===== src/rtl/thba_pkg.sv =====
// shared types and constants of the tagged heap and bump allocator
package thba_pkg;

    // region geometry
    localparam int REGION_MAX_BYTES = 4096;
    localparam int TAG_BYTES        = 16;
    localparam int SPLIT_SLACK      = 8;
    localparam int USED_CAP         = (REGION_MAX_BYTES < 8191) ? REGION_MAX_BYTES : 8191;
    localparam int TAG_DEPTH        = REGION_MAX_BYTES;
    localparam int TAG_AW           = $clog2(TAG_DEPTH);

    // field widths
    localparam int SIZE_W  = 13;
    localparam int ADDR_W  = 12;
    localparam int ALIGN_W = 8;
    localparam int CFG_W   = 13;
    localparam int CFG_IW  = 2;
    localparam int STEP_W  = $clog2(SIZE_W + 1);

    // reset values of the configuration registers
    localparam logic [SIZE_W-1:0]  RESET_REGION = 13'd4096;
    localparam logic [ALIGN_W-1:0] RESET_ALIGN  = 8'd8;

    // request kinds
    localparam logic [1:0] KIND_ALLOC = 2'd0;
    localparam logic [1:0] KIND_FREE  = 2'd1;
    localparam logic [1:0] KIND_RESET = 2'd2;

    // result status codes
    localparam logic [1:0] STATUS_OK       = 2'd0;
    localparam logic [1:0] STATUS_NO_SPACE = 2'd1;
    localparam logic [1:0] STATUS_REFUSED  = 2'd2;

    // configuration register indexes
    localparam logic [CFG_IW-1:0] CFG_MODE   = 2'd0;
    localparam logic [CFG_IW-1:0] CFG_REGION = 2'd1;
    localparam logic [CFG_IW-1:0] CFG_ALIGN  = 2'd2;

    // allocator modes
    localparam logic MODE_HEAP = 1'b0;
    localparam logic MODE_POOL = 1'b1;

    // request transaction payload
    typedef struct packed {
        logic [1:0]        kind;
        logic [SIZE_W-1:0] request_size;
        logic [ADDR_W-1:0] free_address;
    } req_t;

    // response transaction payload
    typedef struct packed {
        logic [ADDR_W-1:0] address;
        logic [1:0]        status;
        logic [SIZE_W-1:0] bytes_used;
    } rsp_t;

    // one access to the tag store
    typedef struct packed {
        logic [TAG_AW-1:0] addr;
        logic              rd;
        logic              wr_busy;
        logic              wr_len;
        logic              busy;
        logic [SIZE_W-1:0] len;
    } tag_req_t;

endpackage


===== src/rtl/thba_rem.sv =====
// bit-serial remainder unit: request size modulo the pool granule
module thba_rem
(
    input  logic                         clk,
    input  logic                         rst_n,
    input  logic                         start,
    input  logic [thba_pkg::SIZE_W-1:0]  dividend,
    input  logic [thba_pkg::ALIGN_W-1:0] divisor,
    output logic                         done,
    output logic [thba_pkg::ALIGN_W-1:0] remainder
);

    logic [thba_pkg::STEP_W-1:0]  cnt_reg;
    logic                         done_reg;
    logic [thba_pkg::SIZE_W-1:0]  num_reg;
    logic [thba_pkg::ALIGN_W-1:0] den_reg;
    logic [thba_pkg::ALIGN_W-1:0] rem_reg;
    logic [thba_pkg::ALIGN_W:0]   trial;
    logic [thba_pkg::ALIGN_W-1:0] rem_next;

    // one restoring step: bring down the next dividend bit
    always_comb
    begin
        trial = {rem_reg, num_reg[thba_pkg::SIZE_W-1]};
        if (trial >= {1'b0, den_reg})
        begin
            trial = trial - {1'b0, den_reg};
        end
        rem_next = trial[thba_pkg::ALIGN_W-1:0];
    end

    // step counter and done pulse
    always_ff @(posedge clk or negedge rst_n)
    begin
        if (!rst_n)
        begin
            cnt_reg  <= '0;
            done_reg <= 1'b0;
        end
        else
        begin
            done_reg <= 1'b0;
            if (start)
            begin
                cnt_reg <= thba_pkg::STEP_W'(thba_pkg::SIZE_W);
            end
            else if (cnt_reg != '0)
            begin
                cnt_reg <= cnt_reg - 1'b1;
                if (cnt_reg == thba_pkg::STEP_W'(1))
                begin
                    done_reg <= 1'b1;
                end
            end
        end
    end

    // datapath
    always_ff @(posedge clk)
    begin
        if (start)
        begin
            num_reg <= dividend;
            den_reg <= divisor;
            rem_reg <= '0;
        end
        else if (cnt_reg != '0)
        begin
            num_reg <= {num_reg[thba_pkg::SIZE_W-2:0], 1'b0};
            rem_reg <= rem_next;
        end
    end

    assign done      = done_reg;
    assign remainder = rem_reg;

endmodule


===== config.mk =====
export PLATFORM = sky130hd
export DESIGN_NAME = thba_rem
export DESIGN_NICKNAME = d
export VERILOG_FILES = /design/src/rtl/thba_pkg.sv /design/src/rtl/thba_rem.sv
export SDC_FILE = /design/constraint.sdc
export NUM_CORES = 1
export LEC_CHECK = 0
export ABC_CLOCK_PERIOD_IN_PS = 1900
export BUFFER_PORTS_ARGS = -buffer_cell sky130_fd_sc_hd__buf_2
export CORE_UTILIZATION = 40
export DETAILED_ROUTE_END_ITERATION = 6
export PLACE_DENSITY_LB_ADDON = 0.12
export SYNTH_ARGS = -nofsm -noshare
export SYNTH_HDL_FRONTEND = slang
export SYNTH_SLANG_ARGS = --single-unit

===== constraint.sdc =====
create_clock -name clk -period 1.9 [get_ports clk]
set_input_delay 0.38 -clock clk [delete_from_list [all_inputs] [get_ports clk]]
set_output_delay 0.38 -clock clk [all_outputs]
set_load 0.01 [all_outputs]

=== Yosys cells after proc, flatten, opt, wreduce, memory -nomap -nowiden ===
Cells that the tools add are included.

* Equal/unequal tests: 1
* $add $sub $neg: 2
* $lt $le $gt $ge: 1
* Muxes and demuxes: 8
* Reduce and logical (&&, ||, !) cells: 2

{| class="wikitable"
|+ Operator list
! kind !! number
|-
| $mux W13 || 2
|-
| $ge A9 B8 Y1 || 1
|-
| $mux W4 || 2
|-
| $mux W8 || 1
|-
| $sub A8 B8 Y8 || 1
|-
| $eq A4 B1 Y1 const B || 1
|-
| $reduce_bool A4 Y1 || 1
|-
| $sub A4 B1 Y4 const B || 1
|-
| $mux W1 || 3
|-
| $reduce_bool A2 Y1 || 1
|}

* Logic and storage cells: 19
* Register bits after elaboration: 34

=== Longest topological paths before layout ===
* Depth in word-level cells: 4
* Depth in mapped cells: 9

=== Worst setup path after synthesis ===
No wires, ideal clock.

* Kind: register to register
* Start: register rem_reg, in the netlist remainder[3]
* End: register rem_reg, in the netlist remainder[0]
* Arrival: 1.919 ns
* Stages on the path, launching flop included: 8
* Slack: -0.105 ns
* Required time: 1.814 ns
* Cells stage by stage: dfxtp_1 ha_1 buf_6 a21o_4 a221oi_4 o21a_2 mux2_2 a211oi_1

* Word-level cells in the longest chain between the ends: 2

{| class="wikitable"
|+ Ends and longest elaborated chain
! what !! RTL line !! text
|-
| start: declaration || thba_rem.sv:17 || <nowiki>logic [thba_pkg::ALIGN_W-1:0] rem_reg;</nowiki>
|-
| start signal: assignment || thba_rem.sv:70 || <nowiki>rem_reg <= rem_next;</nowiki>
|-
| $ge A9 B8 Y1 || thba_rem.sv:25 || <nowiki>if (trial >= {1'b0, den_reg})</nowiki>
|-
| $mux W8 || thba_rem.sv:25 ||
|}

No other way between the ends.
A chain may end at the register's enable or synchronous reset.

=== Worst setup path in the final report ===
* Start: register den_reg[6] in the netlist's numbering
* End: register rem_reg, in the netlist remainder[2]

* Word-level cells in the longest chain between the ends: 2

{| class="wikitable"
|+ Ends and longest elaborated chain
! what !! RTL line !! text
|-
| start: declaration || thba_rem.sv:16 || <nowiki>logic [thba_pkg::ALIGN_W-1:0] den_reg;</nowiki>
|-
| start signal: assignment || thba_rem.sv:64 || <nowiki>den_reg <= divisor;</nowiki>
|-
| $ge A9 B8 Y1 || thba_rem.sv:25 ||
|-
| $mux W8 || thba_rem.sv:25 ||
|}

No other way between the ends.

==> flow_metrics.env <==
export IMPL_ant_nets=0
export IMPL_wl_mm=4.03
export IMPL_nFillCells=378
export IMPL_setup_viol=2
export IMPL_hold_violations=0
export IMPL_instances_no_fill=270
export IMPL_clkSinkCount=34
export IMPL_setup_tns_ps=-29.6
export IMPL_postPlaceCellArea_um2=2260
export IMPL_initial_utilization_pct=42.2
export IMPL_place_gp_congestion=0.844
export IMPL_synth_nets=198
export IMPL_die_w_um=70.2
export IMPL_tightest_slew_ps=433
export IMPL_seq_area_um2=918
export IMPL_top_usage_layer="met2"
export IMPL_ys_seq_elements=34
export IMPL_max_freq_mhz=522
export IMPL_finalPower_mw=3.33
export IMPL_worst_hold_path_type="in -> reg"
export IMPL_dp_slack_ps=-50.3
export IMPL_whs_ps=268
export IMPL_synthesis_instances=163
export IMPL_grt_pass1_wl_mm=6.78
export IMPL_worstPathRequired_ps=2060
export IMPL_ys_warn_count=0
export IMPL_cp_end_kind="flop"
export IMPL_synth_seq_area_share_pct=49.2
export IMPL_ioPinCount=33
export IMPL_drc_errors=0
export IMPL_final_nets=252
export IMPL_firstDrtPassIters=4
export IMPL_placed_cells=259
export IMPL_area_delta_synth_final_pct=33.1
export IMPL_cp_max_fo=3
export IMPL_port_buffer_count=32
export IMPL_status="finished, violations left"
export IMPL_grtUsageTotal_pct=17.7
export IMPL_syn_area_um2=1860
export IMPL_setup_ws_ps=-15.9
export IMPL_rsz0062_at_grt="true"
export IMPL_die_h_um=70.2
export IMPL_antenna_found_initial=0
export IMPL_insertion_delay_ps=280
export IMPL_p_leak_nw=1.09
export IMPL_final_core_util_pct=56.1
export IMPL_root_buffer="clkbuf_8"
export IMPL_dieArea_um2=4930
export IMPL_h_tree_depth=2
export IMPL_core_um2=4410
export IMPL_peakVddDrop_v=0.000815
export IMPL_r2r_start="den_reg[6]"
export IMPL_first_iter_violations=54
export IMPL_timing_max_cap_violations=0
export IMPL_cts_tree="done"
export IMPL_crit_path_start="den_reg[6]"
export IMPL_grt_pass1_vias=1422
export IMPL_drt_vias_per_instance=5.26
export IMPL_finalCritPeriodShare_pct=101
export IMPL_violations="setup timing"
export IMPL_antenna_cells=0
export IMPL_postLayoutCellArea_um2=2480
export IMPL_dpl_hpwl_mm=2.99
export IMPL_slew_limit_headroom_pct=71.2
export IMPL_layout_common_cells="32 x buf_2, 21 x edfxtp_1, 19 x buf_4, 14 x inv_1, 14 x nor2_1"
export IMPL_wl_per_cell_um=14.9
export IMPL_met2_usage_pct=28.6
export IMPL_fp_row_count=24
export IMPL_grt_start_max_net_pins=23
export IMPL_largest_reg_flops=13
export IMPL_multiInputGateArea_um2=937
export IMPL_dr_total_vias=1420
export IMPL_cts_buffers=5
export IMPL_power_per_cell_area_nw_per_um2=1350
export IMPL_slew_viol_final=0
export IMPL_timing_final_crit_period_ps=1920
export IMPL_syn_area_per_cell_um2=11.4
export IMPL_skew_ps=6.09
export IMPL_crit_arrival_ps=2080
export IMPL_crit_type="reg -> reg"
export IMPL_cts_buffer_depth=2
export IMPL_grtUsageMet1_pct=23.1
export IMPL_final_common_cell="buf_2"
export IMPL_grtUsageMet3_pct=4.62
export IMPL_synth_distinct_cells=43
export IMPL_overflow=0
export IMPL_startpoint_type="flop"
export IMPL_path_clk_slew_ps=70
export IMPL_hold_start="divisor[5]"
export IMPL_layout_drive_gt1_share_pct=45.9
-- report_power, final --
part | leakage (nW) | internal (mW) | total [mW] | switching (mW)
registers | 0.341 | 0.912 | 0.999 | 0.0869
clock network | 0.0658 | 0.519 | 0.777 | 0.258
logic | 0.681 | 0.830 | 1.56 | 0.728
total | 1.09 | 2.26 | 3.33 | 1.07
-- final timing paths --
| kind | slack, ps | end | cells past startpoint |
|---|---|---|---|
| hold / removal | 270 | den_reg[5] | 1 |
| setup / recovery | -20 | remainder[2] | 8 |
| max in group asynchronous | 1340 | cnt_reg[1] | 2 |
| setup reg to reg | -20 | remainder[2] | 8 |
| min in group asynchronous | 430 | cnt_reg[3] | 2 |
| hold reg to reg | 520 | remainder[7] | 2 |
-- layout make-up --
cell class              count  area share [%]
multi-input cells         105            37.8
flip-flops and latches     34            37.1
repair buffers             55            14.7
clock buffers               5            2.78
well taps                  52            2.63
clock inverters             3            2.58
inverters                  16            2.42
-- worst max-delay path: stages (launching register included) --
cell      delay, ps
edfxtp_1        380
inv_2            70
ha_4            190
a21o_1          190
a221oi_4        270
o21a_2          240
buf_12          120
mux2i_1         220
a211oi_2        100
-- per-layer routing --
layer  vias up  wire, um
met5         -         0
met4         0        57
met3         7       172
met2        41      1970
met1       677      1830
li1        695         -
-- synthesized netlist by cell type (all sizes together) --
master / count / area share, %
a211o: 1 / 0.47
a211oi: 5 / 2.0
a21o: 4 / 2.1
a21oi: 6 / 1.6
a221oi: 1 / 1.4
a311oi: 3 / 1.4
a31o: 1 / 0.47
a31oi: 3 / 1.0
a32oi: 1 / 0.47
a41oi: 1 / 0.47
and2: 1 / 0.34
and3: 1 / 0.60
and4: 1 / 0.47
buf: 6 / 2.6
clkbuf: 2 / 0.40
dfrtp: 5 / 6.7
dfxtp: 8 / 8.6
edfxtp: 21 / 34
fa: 1 / 1.1
ha: 10 / 6.7
inv: 16 / 3.2
mux2: 13 / 7.9
mux2i: 4 / 2.2
nand2: 5 / 1.0
nand2b: 5 / 1.7
nand3: 2 / 0.54
nand3b: 1 / 0.40
nand4: 1 / 0.34
nor2: 14 / 2.8
nor2b: 1 / 0.34
nor3: 3 / 0.81
nor3b: 1 / 0.40
o211ai: 2 / 0.81
o21a: 1 / 0.47
o21ai: 5 / 1.3
or2: 1 / 0.34
or3: 1 / 0.34
xnor2: 2 / 0.94
xor2: 3 / 1.4
-- what timing repair did --
action,in CTS,in global routing
setup endpoints to repair,3,7
setup buffers,2,0
gates cloned,0,0
hold buffers,1,0
pin swaps,2,7
resized for setup,6,8
endpoints found under the hold margin,5,0
-- logic make-up after synthesis --
group / Yosys count / share of synthesized area (%)
buffers and inverters: 24 / 6.18
AND/OR/NAND/NOR: 38 / 10.4
adder cells (fa/ha/maj): 11 / 7.80
flip-flops: 34 / 49.2
AO/OA/AOI/OAI: 34 / 14.0
XOR/XNOR: 5 / 2.35
multiplexers: 17 / 10.0
Power figures use the tool's default switching activity.
